### src/hw/rtl/hsd_pkg.sv
`timescale 1ns / 1ps

package hsd_pkg;

    // Fixed field widths
    localparam int SAMPLE_W = 10;   // sample code, center code, offset
    localparam int DUTY_W   = 8;    // duty and its limits
    localparam int SUM_W    = 14;   // calibration accumulator
    localparam int CNT_W    = 4;    // calibration sample counter
    localparam int CFG_W    = SAMPLE_W;
    localparam int CFG_AW   = 2;

    // ADC resolution; samples are scaled down to 8 bits by ADC_BITS - 8
    localparam int ADC_BITS = SAMPLE_W;

    // Reset values of the configuration registers
    localparam logic [SAMPLE_W-1:0] CENTER_RST   = SAMPLE_W'(512);
    localparam logic [DUTY_W-1:0]   DUTY_MIN_RST = DUTY_W'(5);
    localparam logic [DUTY_W-1:0]   DUTY_MAX_RST = DUTY_W'(250);

    // Upper end of the duty mapping input range
    localparam logic [DUTY_W-1:0] IN_SPAN = DUTY_W'(255);

    // Reciprocal divide of the calibration sum: exact for any SUM_W-bit sum
    // and any divisor up to 2**CNT_W.
    localparam int DIV_SHIFT  = SUM_W + CNT_W;
    localparam int DIV_MULT_W = DIV_SHIFT + 1;

    typedef enum logic [CFG_AW-1:0] {
        CFG_CENTER_CODE = 2'd0,
        CFG_DUTY_MIN    = 2'd1,
        CFG_DUTY_MAX    = 2'd2
    } cfg_addr_t;

    typedef enum logic {
        KIND_SAMPLE = 1'b0,
        KIND_TICK   = 1'b1
    } item_kind_t;

    typedef struct packed {
        logic                done;
        logic [SAMPLE_W-1:0] offset;
    } cal_status_t;

endpackage

### src/hw/rtl/hall_sensor_to_pwm_duty_unit.sv
`timescale 1ns / 1ps

// Channel   | Direction | Payload
// ----------+-----------+---------------------------------------------------
// s_*       | in        | tdata: sample_code[9:0]; tuser: kind[0]
// m_*       | out       | tdata: duty[7:0], offset_value[17:8]; tuser: updated[0],
//           |           |        calibrated[1]
// cfg_*     | in        | write only: 0 center_code, 1 duty_min, 2 duty_max
//
// One transfer per cycle sustained while no tick is stalled. An accepted item
// is processed from the input register; a tick's result is loaded into the
// output register, which drives m_tvalid.
// Sample events produce no result; ticks produce exactly one.
// Reset is synchronous, active low; config registers return to 512/5/250.
// A tick stalls in the input register only while the output register holds
// an untaken result; sample events pass through regardless.

module hall_sensor_to_pwm_duty_unit
    import hsd_pkg::*;
#(
    parameter int CAL_SAMPLES = 10
) (
    input  logic              aclk,
    input  logic              aresetn,

    input  logic              s_tvalid,
    output logic              s_tready,
    input  logic [15:0]       s_tdata,    // [9:0] sample_code
    input  logic [0:0]        s_tuser,    // [0] kind

    output logic              m_tvalid,
    input  logic              m_tready,
    output logic [23:0]       m_tdata,    // [7:0] duty, [17:8] offset_value
    output logic [1:0]        m_tuser,    // [0] updated, [1] calibrated

    input  logic              cfg_wr_en,
    input  logic [CFG_AW-1:0] cfg_addr,
    input  logic [CFG_W-1:0]  cfg_wdata
);

    localparam int SCALE_SHIFT = ADC_BITS - 8;

    // Configuration registers
    logic [SAMPLE_W-1:0] center_reg;
    logic [DUTY_W-1:0]   duty_min_reg;
    logic [DUTY_W-1:0]   duty_max_reg;

    // Input register
    logic                in_valid_reg;
    item_kind_t          in_kind_reg;
    logic [SAMPLE_W-1:0] in_code_reg;

    // Block state
    logic [SAMPLE_W-1:0] latest_reg,    latest_next;
    logic                ready_reg,     ready_next;
    logic [SAMPLE_W-1:0] last_tick_reg, last_tick_next;
    logic [DUTY_W-1:0]   duty_reg,      duty_next;

    // Output register
    logic                out_valid_reg;
    logic [DUTY_W-1:0]   out_duty_reg;
    logic                out_updated_reg;
    logic                out_cal_reg;
    logic [SAMPLE_W-1:0] out_offset_reg;

    logic                out_free;
    logic                fire;
    logic                is_tick;
    logic                sample_en;
    logic                upd_cond;
    logic                updated;
    logic [SAMPLE_W-1:0] scaled;
    logic                map_changed;
    logic [DUTY_W-1:0]   map_duty;
    cal_status_t         cal;

    // Handshake: output register frees when empty or being taken
    assign out_free  = !out_valid_reg || m_tready;
    assign is_tick   = (in_kind_reg == KIND_TICK);
    assign fire      = in_valid_reg && (!is_tick || out_free);
    assign s_tready  = !in_valid_reg || fire;
    assign sample_en = fire && !is_tick;

    always_ff @(posedge aclk) begin
        if (!aresetn) begin
            center_reg   <= CENTER_RST;
            duty_min_reg <= DUTY_MIN_RST;
            duty_max_reg <= DUTY_MAX_RST;
        end else if (cfg_wr_en) begin
            unique case (cfg_addr)
                CFG_CENTER_CODE: center_reg   <= cfg_wdata[SAMPLE_W-1:0];
                CFG_DUTY_MIN:    duty_min_reg <= cfg_wdata[DUTY_W-1:0];
                CFG_DUTY_MAX:    duty_max_reg <= cfg_wdata[DUTY_W-1:0];
                default: ;
            endcase
        end
    end

    always_ff @(posedge aclk) begin
        if (!aresetn) begin
            in_valid_reg <= 1'b0;
        end else if (s_tready) begin
            in_valid_reg <= s_tvalid;
        end
    end

    always_ff @(posedge aclk) begin
        if (s_tready && s_tvalid) begin
            in_kind_reg <= item_kind_t'(s_tuser[0]);
            in_code_reg <= s_tdata[SAMPLE_W-1:0];
        end
    end

    hsd_calib #(
        .CAL_SAMPLES (CAL_SAMPLES)
    ) u_calib (
        .aclk        (aclk),
        .aresetn     (aresetn),
        .sample_en   (sample_en),
        .sample_code (in_code_reg),
        .center_code (center_reg),
        .status      (cal)
    );

    // Scale the stored sample down to 8-bit range
    assign scaled = latest_reg >> SCALE_SHIFT;

    hsd_duty_map u_map (
        .scaled   (scaled),
        .offset   (cal.offset),
        .duty_min (duty_min_reg),
        .duty_max (duty_max_reg),
        .changed  (map_changed),
        .duty_new (map_duty)
    );

    always_comb begin
        latest_next    = latest_reg;
        ready_next     = ready_reg;
        last_tick_next = last_tick_reg;
        duty_next      = duty_reg;
        upd_cond       = cal.done && ready_reg && (last_tick_reg != latest_reg);
        updated        = 1'b0;

        if (fire) begin
            if (!is_tick) begin
                latest_next = in_code_reg;
                // samples taken during calibration never become ready
                if (cal.done) begin
                    ready_next = 1'b1;
                end
            end else begin
                if (upd_cond) begin
                    ready_next = 1'b0;
                    updated    = map_changed;
                    if (map_changed) begin
                        duty_next = map_duty;
                    end
                end
                last_tick_next = latest_reg;
            end
        end
    end

    always_ff @(posedge aclk) begin
        if (!aresetn) begin
            latest_reg    <= '0;
            ready_reg     <= 1'b0;
            last_tick_reg <= '0;
            duty_reg      <= '0;
        end else begin
            latest_reg    <= latest_next;
            ready_reg     <= ready_next;
            last_tick_reg <= last_tick_next;
            duty_reg      <= duty_next;
        end
    end

    always_ff @(posedge aclk) begin
        if (!aresetn) begin
            out_valid_reg <= 1'b0;
        end else if (fire && is_tick) begin
            out_valid_reg <= 1'b1;
        end else if (m_tready) begin
            out_valid_reg <= 1'b0;
        end
    end

    always_ff @(posedge aclk) begin
        if (fire && is_tick) begin
            out_duty_reg    <= duty_next;
            out_updated_reg <= updated;
            out_cal_reg     <= cal.done;
            out_offset_reg  <= cal.offset;
        end
    end

    assign m_tvalid = out_valid_reg;
    assign m_tdata  = {6'd0, out_offset_reg, out_duty_reg};
    assign m_tuser  = {out_cal_reg, out_updated_reg};

endmodule

### src/hw/rtl/hsd_calib.sv
`timescale 1ns / 1ps

module hsd_calib
    import hsd_pkg::*;
#(
    parameter int CAL_SAMPLES = 10
) (
    input  logic                aclk,
    input  logic                aresetn,
    input  logic                sample_en,
    input  logic [SAMPLE_W-1:0] sample_code,
    input  logic [SAMPLE_W-1:0] center_code,
    output cal_status_t         status
);

    localparam logic [DIV_MULT_W-1:0] DIV_MULT =
        DIV_MULT_W'(((1 << DIV_SHIFT) + CAL_SAMPLES - 1) / CAL_SAMPLES);
    localparam logic [CNT_W-1:0] CAL_LAST = CNT_W'(CAL_SAMPLES);

    logic [CNT_W-1:0]             count_reg,  count_next;
    logic [SUM_W-1:0]             sum_reg,    sum_next;
    logic [SAMPLE_W-1:0]          offset_reg, offset_next;
    logic                         done_reg,   done_next;
    logic [SUM_W+DIV_MULT_W-1:0]  prod;
    logic [SUM_W-1:0]             avg;
    logic [SUM_W-1:0]             center_ext;
    logic [SUM_W-1:0]             diff;

    always_comb begin
        count_next  = count_reg;
        sum_next    = sum_reg;
        offset_next = offset_reg;
        done_next   = done_reg;

        // floor(sum / CAL_SAMPLES) by reciprocal multiply
        prod       = (SUM_W+DIV_MULT_W)'(sum_reg + SUM_W'(sample_code))
                   * (SUM_W+DIV_MULT_W)'(DIV_MULT);
        avg        = prod[DIV_SHIFT +: SUM_W];
        center_ext = SUM_W'(center_code);
        diff       = (avg > center_ext) ? (avg - center_ext) : (center_ext - avg);

        if (sample_en && !done_reg) begin
            count_next = count_reg + CNT_W'(1);
            sum_next   = sum_reg + SUM_W'(sample_code);
            if (count_next >= CAL_LAST) begin
                offset_next = diff[SAMPLE_W-1:0];
                done_next   = 1'b1;
            end
        end
    end

    always_ff @(posedge aclk) begin
        if (!aresetn) begin
            count_reg  <= '0;
            sum_reg    <= '0;
            offset_reg <= '0;
            done_reg   <= 1'b0;
        end else begin
            count_reg  <= count_next;
            sum_reg    <= sum_next;
            offset_reg <= offset_next;
            done_reg   <= done_next;
        end
    end

    assign status.done   = done_reg;
    assign status.offset = offset_reg;

endmodule

### src/hw/rtl/hsd_duty_map.sv
`timescale 1ns / 1ps

module hsd_duty_map
    import hsd_pkg::*;
(
    input  logic [SAMPLE_W-1:0] scaled,
    input  logic [SAMPLE_W-1:0] offset,
    input  logic [DUTY_W-1:0]   duty_min,
    input  logic [DUTY_W-1:0]   duty_max,
    output logic                changed,
    output logic [DUTY_W-1:0]   duty_new
);

    logic [SAMPLE_W:0]   x;
    logic [DUTY_W-1:0]   span;
    logic [2*DUTY_W-1:0] prod;
    logic [2*DUTY_W:0]   q_sum;
    logic [DUTY_W-1:0]   quot;

    always_comb begin
        // x is zero only when scaled equals offset; changed is low in that case
        if (scaled < offset) begin
            x = (SAMPLE_W+1)'(scaled) + (SAMPLE_W+1)'(offset);
        end else begin
            x = (SAMPLE_W+1)'(scaled) - (SAMPLE_W+1)'(offset);
        end
        changed = (scaled != offset);

        span = duty_max - duty_min;
        prod = DUTY_W'(x[DUTY_W-1:0]) * span;
        // floor(prod / 255) for prod below 255*256
        q_sum = (2*DUTY_W+1)'(prod) + (2*DUTY_W+1)'(prod >> DUTY_W)
              + (2*DUTY_W+1)'(1);
        quot  = q_sum[DUTY_W +: DUTY_W];

        // Inverted limits collapse to duty_max for any positive x
        if (x >= (SAMPLE_W+1)'(IN_SPAN) || duty_max < duty_min) begin
            duty_new = duty_max;
        end else begin
            duty_new = duty_min + quot;
        end
    end

endmodule

### config.mk
export PLATFORM = sky130hd
export DESIGN_NAME = hall_sensor_to_pwm_duty_unit
export DESIGN_NICKNAME = d
export VERILOG_FILES = /design/src/hw/rtl/hsd_pkg.sv /design/src/hw/rtl/hall_sensor_to_pwm_duty_unit.sv /design/src/hw/rtl/hsd_calib.sv /design/src/hw/rtl/hsd_duty_map.sv
export SDC_FILE = /design/constraint.sdc
export NUM_CORES = 1
export LEC_CHECK = 0
export ABC_AREA = 1
export BUFFER_PORTS_ARGS = -buffer_cell sky130_fd_sc_hd__buf_4
export CAP_MARGIN = 0
export CORE_AREA = 2 2 191 193
export DETAILED_ROUTE_END_ITERATION = 16
export DIE_AREA = 0 0 193 195
export PLACE_DENSITY = 0.57
export SKIP_LAST_GASP = 1
export SYNTH_ARGS = -nofsm -noshare
export SYNTH_HDL_FRONTEND = slang
export SYNTH_SLANG_ARGS = --single-unit
### constraint.sdc
create_clock -name aclk -period 11.4 [get_ports aclk]
set_input_delay 1.14 -clock aclk [delete_from_list [all_inputs] [get_ports aclk]]
set_output_delay 1.14 -clock aclk [all_outputs]
set_load 0.1 [all_outputs]
# After elaboration in Yosys (flattened, before gate mapping)
# Index checks and enable logic that the tools add are counted.
# op_classes
addsub	11
magnitude_cmp	5
mul	2
muxes	12
eq_ne	5
n_bitwise	1
reduce_logical	26
# ops
op	count
two-way mux 8 bit	5
multiplier 15 x 15 -> 30 bit, second input constant	1
subtractor 10 bit	2
adder 16 x 1 -> 16 bit, second input constant	1
adder 16 x 8 -> 16 bit	1
multiplier 8 x 8 -> 16 bit	1
adder 14 x 10 -> 15 bit	1
adder 14 x 10 -> 14 bit	1
greater-than comparator 14 x 10 -> 1 bit	1
AND reduction 2 bit	6
adder 8 x 10 -> 11 bit	1
greater-or-equal comparator 11 x 8 -> 1 bit, second input constant	1
two-way mux 11 bit	1
subtractor 8 x 10 -> 11 bit	1
< comparator 8 x 10 -> 1 bit	1
two-way mux 10 bit	1
inequality test 10 bit	1
inequality test 8 x 10 -> 1 bit	1
adder 8 bit	1
< comparator 8 bit	1
subtractor 8 bit	1
logical AND 1 bit	7
AND reduction 3 bit	2
two-way mux 1 bit	5
10 further kinds	17
# totals
elab_cells	81
reg_bits	117

# Depth between registers and ports, before layout
# Gate-level depths: netlist of run 1.
# depth
ltp_word	11
depth_mapped	52
depth_no_buf	52

# Modules after synthesis
# A second synthesis of run 1 with hierarchy kept.
# unflattened
hier_cells	2079
area_unflattened_um2	15452.3
# by_module_without_submodules
mod	seq_area_each_um2	area_per_inst_um2	instances	cells_per_inst
hsd_calib	580.6	7345.8	1	948
hsd_duty_map	0.0	4803.4	1	766
hall_sensor_to_pwm_duty_unit	2072.0	3303.2	1	365

# Worst setup path after synthesis of run 1
# OpenSTA, ideal clock, no wires.
# synth_timing
kind	flip-flop to flip-flop
from	register in_code_reg[2]
to	register u_calib.offset_reg[2]
path_stages_with_launch	38
synth_period_minus_slack_ns	8.269
t_arrival_ns	8.154
t_required_ns	11.285
slack_ns	3.131
setup_time_ns	0.115
n_path_buf	2
path_cell_list	edfxtp_1 ha_1 nand3_1 and2_1 o221ai_1 a21oi_1 o21ai_0 nand2_1 nor4_1 fa_1 ha_1 fa_1 fa_1 fa_1 fa_1 ha_1 nand2_1 a21oi_1 (+2 left out) o21ai_1 a21boi_0 xor2_1 ha_1 clkbuf_2 nand2_1 inv_2 nand2_1 a21oi_1 nor2_1 o21ai_1 o21ai_1 nand3_2 nor2_1 buf_4 o21ai_1 o21ai_0 inv_1
# synth_between
elab_chain_cells	4
word_cells_on_any_way	6
# synth_lines
item	line_no	rtl
start, declared	hall_sensor_to_pwm_duty_unit.sv:51	logic [SAMPLE_W-1:0] in_code_reg;
start signal, assigned	hall_sensor_to_pwm_duty_unit.sv:110	in_code_reg <= s_tdata[SAMPLE_W-1:0];
adder 14 x 10 -> 15 bit (*)	hsd_calib.sv:36	prod = (SUM_W+DIV_MULT_W)'(sum_reg + SUM_W'(sample_code))
multiplier 15 x 15 -> 30 bit (*)	hsd_calib.sv:37	* (SUM_W+DIV_MULT_W)'(DIV_MULT);
greater-than comparator 14 x 10 -> 1 bit / subtractor 10 bit (equally long branches)	hsd_calib.sv:40	diff = (avg > center_ext) ? (avg - center_ext) : (center_ext - avg);
two-way mux 10 bit (*)	hsd_calib.sv:40	
end signal, assigned	hsd_calib.sv:61	offset_reg <= offset_next;
end, declared	hsd_calib.sv:22	logic [SAMPLE_W-1:0] offset_reg, offset_next;
# Every way passes the cells marked *; elsewhere a longest branch is shown, timed or not.
# A chain may end at the register's enable or synchronous reset.

# Worst setup path after layout of run 1
# layout_timing
from	register in_code_reg[6]
to	register u_calib.offset_reg[5]
# The elaborated chain is that of the path after synthesis.

==> reports/metrics.cfg, run 1 <==
[setup_path]
crit_cells = 42
start_kind = flop
rr_endpoint = u_calib.offset_reg[5]
worst_ep_required_time_ns = 11.76
timing.critical_path.max_delay_family = adder cells
r2r_start = in_code_reg[6]
cp_num_buf_inv = 4
crit_path_end_kind = flop
cpPeakStageDelay_ns = 0.57
cp_slowest_cell = fa_1
rrSetupSlack_ns = 2.06
critical_path_class = reg -> reg
cp_max_fo = 11
crit_top_cell = nand2_1
cp.arrival_ns = 9.70
worstRegToRegCells = 42

[status]
status = completed

[min_path]
hold_path_class = reg -> reg
holdPathEnd = last_tick_reg[2]
whs_path_depth = 2
min_from = last_tick_reg[2]

[synthesis]
synth_top_area_cell = ha_1
synthTopCellsByArea = ha_1 (20%), fa_1 (17%), dfxtp_1 (12%), inv_1 (8.6%), nand2_1 (7.4%)
async_flop_share_pct = 0
synth_edf_count = 31
ys.flop_type = dfxtp_1
synthTopCellsByCount = inv_1 (323), nand2_1 (276), ha_1 (225)
avgSynthCellArea_sq_um = 7.97
ys_types = 55
syn-cell-area_sq_mm = 0.0141
yosysMostFrequentCell = inv_1
synth.top_cell.area_share_pct = 20.0
synth_cells = 1764
seq_area_frac_synth_pct = 18.9
ys_ff_latch = 117
yosysWarnings = 0

[timing]
clock_skew_ns = 0.00926
min_period_ns = 9.34
timing.fmax_mhz = 107
finalCritPeriodShare_pct = 81.9
worst_slew_pin_slew_ns = 1.05
hold_viol_final = 0
setup_viol = 0
finalSetupTns_ns = 0
fin_ws_ns = 2.06
maxSlewViolCount = 0
rsz0062_at_grt = false
maxSlewHeadroom_pct = 30.1

[floorplan]
initial_core_util_pct = 39.7
die-area_sq_mm = 0.0376
ios = 62
core_sq_mm = 0.0354
die_width_microns = 193
die_height_microns = 195
row_count = 69

[clock_tree]
holdBufCountCts = 0
clk_pin_slew_ns = 0.06
cts_tree = yes
root_buffer = clkbuf_16
cts_setup_buffers = 0
htreeDepth = 4
cts_resized = 0
worstSkewPairLatency_ns = 0.42
cts_made_buffers = 17
clkSinkCount = 117
cts_buffer_depth = 2

[drt]
drt-wirelength-per-cell_microns = 14.5
via_count = 11283
avgViaCountPerCell = 4.96
drtIter0Drc = 442
ant_nets = 0
routed_wl_mm = 33.1
dr.pass1.iters = 5
route.detailed.drc = 0

[global_routing]
first_global_vias = 10948
grt_overflow = 0
grt_antenna_before_repair = 0
grt_max_degree = 64
grt_pass1_wl_mm = 54.7
grt_usage_pct = 18.2

[layout]
antenna_cells = 0
area_delta_synth_final_pct = 9.49
largest_reg_flops = 14
drive_gt1_share_pct = 7.49
final_nets = 2180
stdcell_count = 2277

[placement]
place_inst = 2245
routabilityCongestion = 0.860
hpwl_mm = 27.6
dp_slack_ns = 2.11
port_buffers = 49

[flow_run]
maxCapViolations = 0

[routing by layer]
layer | wire length [microns] | part of all wire, % | global-route usage (%) | vias up
li1 | - | - | - | 5770
met1 | 16100 | 49 | 25.2 | 5329
met2 | 15700 | 47 | 30.3 | 156
met3 | 987 | 3.0 | 2.23 | 28
met4 | 391 | 1.2 | 3.87 | 0
met5 | 0 | 0 | 0 | -
[layout by cell type (no fill, tap or decap), types with 3 or more instances in the layout]
cell and count:
buf_4 56, nor4_1 4, o21ai_0 86, clkinv_2 3, nor2_2 5, clkinv_4 3
clkinv_1 5, o21bai_1 6, nand3_2 5, xor2_1 54, conb_1 6, or2_2 8
inv_1 323, and2_1 3, nand2_1 276, a21oi_2 6, dfxtp_1 86, edfxtp_1 31
a21oi_1 143, nand2_2 8, o211ai_1 21, nor2_1 123, nor3_1 14, inv_2 6
a31oi_1 4, a21o_1 12, nand4_1 17, ha_1 225, clkbuf_16 17, inv_6 4
xnor2_1 21, nand3_1 76, fa_1 118, o21ai_1 12
[through the flow]
stage / utilization (%) / hold WS (ns) / instance area [sq um]
4_1_cts: 43.5 / 0.469 / 15400
3_5_place_dp: 41.9 / 0.457 / 14800
5_1_grt: 43.5 / 0.493 / 15400
6_report: 43.5 / 0.469 / 15400
3_3_place_gp: 41.9 / 0.447 / 14800
2_1_floorplan: - / 0.434 / 14100
[worst min-delay path, cell delays in order, from the launching register on]
cell and delay (ns):
dfxtp_1 0.31, inv_1 0.06, a21oi_1 0.05
[logic make-up after synthesis]
group,count (synthesis),synth area share (%)
other,1,0.0267
xor gates and xnor gates,76,4.79
AOI/OAI and AO/OA,302,11.9
and+or+nand+nor,550,17.0
DFF,117,18.9
buffers and inverters,375,10.6
adders and majority gates,343,36.8
[worst max-delay path by stage]
stage                                  to      startpoint
floorplan           u_calib.offset_reg[2]  in_code_reg[2]
global placement    u_calib.offset_reg[1]  in_code_reg[0]
detailed placement  u_calib.offset_reg[1]  in_code_reg[0]
CTS                 u_calib.offset_reg[1]  in_code_reg[0]
global route        u_calib.offset_reg[8]  in_code_reg[6]
finish              u_calib.offset_reg[5]  in_code_reg[6]
[cell type report]
class	instances	area, sq um
multi-input cells	1277	9940
repair buffers	56	420
clock inverters	15	129
inverters	334	1260
clock buffers	17	425
fillers	3622	20000
flip-flops and latches	117	2650
well taps	461	577
Power of run 1 is not shown: default switching activity piles up to over one toggle a cycle in this logic, so the estimate is an artifact.
==> run 2: changes to the inputs <==
--- a/config.mk
+++ b/config.mk
@@ -5,13 +5,13 @@
 export SDC_FILE = /design/constraint.sdc
 export NUM_CORES = 1
 export LEC_CHECK = 0
-export ABC_AREA = 1
+export ABC_AREA = 0
 export BUFFER_PORTS_ARGS = -buffer_cell sky130_fd_sc_hd__buf_4
 export CAP_MARGIN = 0
-export CORE_AREA = 2 2 191 193
+export CORE_AREA = 2 2 186 188
 export DETAILED_ROUTE_END_ITERATION = 16
-export DIE_AREA = 0 0 193 195
-export PLACE_DENSITY = 0.57
+export DIE_AREA = 0 0 188 190
+export PLACE_DENSITY = 0.6
 export SKIP_LAST_GASP = 1
 export SYNTH_ARGS = -nofsm -noshare
 export SYNTH_HDL_FRONTEND = slang
==> constraint.sdc (replaced) <==
create_clock -name aclk -period 7.8 [get_ports aclk]
set_input_delay 0.78 -clock aclk [delete_from_list [all_inputs] [get_ports aclk]]
set_output_delay 0.78 -clock aclk [all_outputs]
set_load 0.1 [all_outputs]
==> reports/metrics.cfg, run 2 <==
[layout]
antenna_cells = 0
area_delta_synth_final_pct = 37.7
drive_gt1_share_pct = 33.4
final_cell_area_sq_mm = 0.0184
layout_commonest_cell = buf_4
stdcell_count = 2324
final_nets = 2233
most-common-layout-cells = buf_4 (406), ha_1 (210), inv_1 (182)
largest_reg_flops = 14
fillCellCount = 3037

[min_path]
hold_path_class = reg -> reg
holdPathEnd = u_calib.sum_reg[6]
min_from = u_calib.sum_reg[6]
whs_path_depth = 2

[timing]
finalCritPeriodShare_pct = 121
min_period_ns = 9.44
timing.fmax_mhz = 106
maxSlewViolCount = 0
setup_viol = 25
hold_viol_final = 0
worst_slew_pin_slew_ns = 1.14
clock_skew_ns = 0.0150
maxSlewHeadroom_pct = 23.4
rsz0062_at_grt = true
fin_ws_ns = -1.64

[floorplan]
die_width_microns = 188
ios = 62
initial_core_util_pct = 39.3
die_height_microns = 190
core_sq_mm = 0.0339
die-area_sq_mm = 0.0357
row_count = 68

[clock_tree]
root_buffer = clkbuf_16
cts_made_buffers = 17
clk_pin_slew_ns = 0.06
holdBufCountCts = 0
clkSinkCount = 117
cts_buffer_depth = 2
worstSkewPairLatency_ns = 0.42
htreeDepth = 4
cts_tree = yes

[synthesis]
avgSynthCellArea_sq_um = 9.15
synthAdderAreaFrac_pct = 39.0
synth_top_area_cell = ha_1
ys.flop_type = dfxtp_1
synth_cells = 1458
synth_compound_area_share_pct = 14.6
syn-cell-area_sq_mm = 0.0133
synth-simple-area-share_pct = 12.3
synthTopCellsByArea = ha_1 (21%), fa_1 (18%), dfxtp_1 (13%), edfxtp_1 (7.0%), inv_1 (5.5%)
ys_types = 78
synth_xor_area_share_pct = 5.32
synthMuxAreaShare_pct = 1.90
async_flop_share_pct = 0
seq_area_frac_synth_pct = 19.9
synth_top_family_by_area = adder cells
synth_edf_count = 31
synthTopCellsByCount = ha_1 (225), inv_1 (196), nor2_1 (129)
yosysWarnings = 0
yosysMostFrequentCell = ha_1
ys_ff_latch = 117
synth.top_cell.area_share_pct = 21.1

[setup_path]
worst_ep_required_time_ns = 8.14
cp_max_fo = 3
crit_top_cell = a21oi_2
critical_path_class = reg -> reg
worstRegToRegCells = 46
cp_slowest_cell = fa_1
rrSetupSlack_ns = -1.64
cp-startpoint = in_code_reg[0]
cp.arrival_ns = 9.78
start_kind = flop
crit_path_end_kind = flop
cpPeakStageDelay_ns = 0.59
r2r_start = in_code_reg[0]
rr_endpoint = u_calib.offset_reg[7]

[global_routing]
grt_overflow = 0
grt_usage_pct = 19.6
grt_max_degree = 77
first_global_vias = 11705
grt_antenna_before_repair = 0
grt_pass1_wl_mm = 56.8

[drt]
avgViaCountPerCell = 4.90
route.detailed.drc = 0
dr.pass1.iters = 4
drt-wirelength-per-cell_microns = 14.8
ant_nets = 0
routed_wl_mm = 34.4
drtIter0Drc = 361
via_count = 11385

[placement]
port_buffers = 49
place_area_sq_mm = 0.0170
routabilityCongestion = 0.859
dp_slack_ns = -1.95
hpwl_mm = 28.2
place_inst = 2255

[status]
failed_checks = negative setup slack
status = finished, violations left

[flow_run]
maxCapViolations = 0

## run 2: changes by cell type after synthesis, moves of 25 or more
| cell | previous run | this run |
|---|---|---|
| a211oi_1 | 0 | 25 |
| xnor2_1 | 21 | 49 |
| a21oi_1 | 143 | 111 |
| o21ai_0 | 86 | 31 |
| nand2_1 | 276 | 111 |
| nand3_1 | 76 | 21 |
| inv_1 | 323 | 196 |
## run 2: layer usage
layer  up-vias  GRT usage, %  wire [microns]
met3        32          2.53             900
met4         0          4.39             389
met2       124          33.8           16900
li1       5736             -               -
met1      5493          26.3           16200
met5         -             0               0
## run 2: per-stage QoR
stage               utilization, %  hold slack [ns]  setup TNS, ns
finish                        54.1            0.460         -27.63
global route                  54.1            0.491         -37.46
CTS                           52.7            0.464         -25.74
detailed placement            50.0            0.455         -30.22
global placement              50.0            0.448         -26.63
floorplan                        -            0.403         -16.32
## run 2: how the worst max path moves through the flow
stage                             to  slack, ns  cells past startpoint
2_1_floorplan        out_duty_reg[7]      -1.44                     44
3_3_place_gp   u_calib.offset_reg[5]      -1.77                     45
3_5_place_dp   u_calib.offset_reg[5]      -1.95                     45
4_1_cts        u_calib.offset_reg[7]      -1.68                     46
5_1_grt        u_calib.offset_reg[7]      -2.13                     46
6_report       u_calib.offset_reg[7]      -1.64                     46
## run 2: worst max-delay path: cells and delay by family (launching register included)
kind	cells	cell delay (ns)
muxes	1	0.30
buffers and inverters	6	0.55
AOI/OAI and AO/OA	22	3.25
DFF	1	0.43
adders and majority gates	11	3.82
xor gates and xnor gates	2	0.36
and+or+nand+nor	4	0.67
## run 2: layout make-up
| type | count | area (sq um) | share of cell area, % |
|---|---|---|---|
| Multi-Input combinational cell | 1108 | 10600 | 57.7 |
| Timing Repair Buffer | 416 | 3200 | 17.4 |
| Sequential cell | 117 | 2670 | 14.5 |
| Inverter | 196 | 738 | 4.02 |
| Tap cell | 455 | 569 | 3.10 |
| Clock buffer | 20 | 458 | 2.49 |
| Clock inverter | 12 | 128 | 0.695 |
## run 2: kinds of logic (layout without fill, tap and decap cells)
family,after synthesis,count (layout)
AND/OR/NAND/NOR,358,358
adder cells (fa/ha/maj),345,345
AO/OA/AOI/OAI,293,293
buffers and inverters,238,644
flip-flops,117,117
XOR/XNOR,81,81
multiplexers,25,25
other,1,6
## run 2: what timing repair did
action	4_1_cts	5_1_grt
gates resized for setup	47	62
buffers inserted	20	20
hold endpoints to repair	0	0
endpoints found under the setup margin	25	26
pin swaps	92	61
Power of run 2 is left out for the same reason.
==> run 3: changes to the inputs <==
--- a/config.mk
+++ b/config.mk
@@ -5,13 +5,13 @@
 export SDC_FILE = /design/constraint.sdc
 export NUM_CORES = 1
 export LEC_CHECK = 0
-export ABC_AREA = 0
+export ABC_AREA = 1
 export BUFFER_PORTS_ARGS = -buffer_cell sky130_fd_sc_hd__buf_4
 export CAP_MARGIN = 0
-export CORE_AREA = 2 2 186 188
+export CORE_AREA = 2 2 191 193
 export DETAILED_ROUTE_END_ITERATION = 16
-export DIE_AREA = 0 0 188 190
-export PLACE_DENSITY = 0.6
+export DIE_AREA = 0 0 193 195
+export PLACE_DENSITY = 0.59
 export SKIP_LAST_GASP = 1
 export SYNTH_ARGS = -nofsm -noshare
 export SYNTH_HDL_FRONTEND = slang
==> reports/metrics.cfg, run 3 (same netlist as run 1, synthesis figures left out) <==
[status]
status = finished, violations left
failed_checks = negative setup slack

[setup_path]
cp_slowest_cell = fa_1
worst_ep_required_time_ns = 8.10
start_kind = flop
cp.arrival_ns = 8.48
cpPeakStageDelay_ns = 0.58
crit_top_cell = buf_4
critical_path_class = reg -> reg
crit_path_end_kind = flop
cp_max_fo = 3

[drt]
dr.pass1.iters = 7
via_count = 12835
avgViaCountPerCell = 4.86
route.detailed.drc = 0
drt-wirelength-per-cell_microns = 14.5
drtIter0Drc = 534
ant_nets = 0
routed_wl_mm = 38.2

[layout]
drive_gt1_share_pct = 34.9
fillCellCount = 3158
most-common-layout-cells = buf_4 (409), inv_1 (296), nand2_1 (220)
area_delta_synth_final_pct = 39.1
antenna_cells = 0
largest_reg_flops = 14
final_nets = 2546
layout_commonest_cell = buf_4

[floorplan]
die_height_microns = 195
ios = 62
initial_core_util_pct = 39.7
die_width_microns = 193
core_sq_mm = 0.0354
die-area_sq_mm = 0.0376
row_count = 69

[timing]
finalCritPeriodShare_pct = 105
min_period_ns = 8.18
maxSlewHeadroom_pct = 29.7
setup_viol = 11
rsz0062_at_grt = true
timing.fmax_mhz = 122
clock_skew_ns = 0.0164
hold_viol_final = 0
fin_ws_ns = -0.382
maxSlewViolCount = 0
worst_slew_pin_slew_ns = 1.05

[global_routing]
grt_antenna_before_repair = 0
grt_max_degree = 64
grt_overflow = 0
grt_usage_pct = 20.4
grt_pass1_wl_mm = 62.2
first_global_vias = 12884

[clock_tree]
cts_buffer_depth = 2
root_buffer = clkbuf_16
clk_pin_slew_ns = 0.06
htreeDepth = 4
clkSinkCount = 117
cts_made_buffers = 17
holdBufCountCts = 0
cts_tree = yes
worstSkewPairLatency_ns = 0.42

[placement]
port_buffers = 49
dp_slack_ns = -0.602
routabilityCongestion = 0.872
hpwl_mm = 30.3

[min_path]
hold_path_class = reg -> reg

[flow_run]
maxCapViolations = 0

[run 3: changes by cell type in the layout (fill, tap and decap cells not counted), sizes merged, moves of 9 or more]
cell	change
o211ai	+9
nand3	+61
a211oi	-25
nand2b	-9
nand2	+175
mux2i	-22
o21bai	-11
a21o	-23
or3	-9
o21ai	+68
a21oi	+37
inv	+135
xor2	+23
xnor2	-28
[run 3: final cells by class]
type | instances | area [sq um] | share of cell area (%)
clock inverter | 13 | 126 | 0.646
sequential | 117 | 2670 | 13.6
clock buffer | 19 | 453 | 2.32
multi-input combinational | 1277 | 11200 | 57.5
inverter | 334 | 1260 | 6.46
tap | 461 | 577 | 2.95
timing repair buffer | 422 | 3230 | 16.5
[run 3: path summary, 6_finish.rpt]
path,from,slack [ns],endpoint,depth (start not counted)
max,in_code_reg[0],-0.38,u_calib.offset_reg[4],41
min,last_tick_reg[2],0.48,last_tick_reg[2],2
min reg2reg,last_tick_reg[2],0.48,last_tick_reg[2],2
max reg2reg,in_code_reg[0],-0.38,u_calib.offset_reg[4],41
[run 3: critical path: cells and delay by family (launching register included)]
family / cells / cell delay, ns
XOR/XNOR: 3 / 0.50
flip-flops: 1 / 0.44
buffers and inverters: 11 / 1.30
AO/OA/AOI/OAI: 10 / 1.37
adder cells (fa/ha/maj): 10 / 3.88
AND/OR/NAND/NOR: 7 / 0.57
[run 3: layer usage]
| metal | up-vias | wire length (microns) | global-route usage [%] |
|---|---|---|---|
| li1 | 6489 | - | - |
| met1 | 6118 | 17400 | 27.1 |
| met2 | 187 | 19200 | 35.7 |
| met3 | 41 | 1060 | 2.32 |
| met4 | 0 | 571 | 4.29 |
| met5 | - | 0 | 0 |
[run 3: repair_timing]
action,in CTS,in global routing
resized for setup,121,194
endpoints found under the setup margin,23,23
setup buffers,62,23
pin swaps,82,127
[run 3: metrics by stage]
| step | hold WS, ns | instances | setup TNS (ns) | util [%] | area, sq um |
|---|---|---|---|---|---|
| floorplan | 0.434 | 1769 | 0 | - | 14100 |
| detailed placement | 0.463 | 2529 | -9.13 | 48.1 | 17000 |
| CTS | 0.472 | 2622 | -1.36 | 52.7 | 18600 |
| global placement | 0.448 | 2529 | -6.92 | 48.1 | 17000 |
| global route | 0.490 | 2643 | -7.24 | 55.3 | 19600 |
| finish | 0.476 | 2643 | -2.82 | 55.3 | 19600 |
Power of run 3 is left out for the same reason.
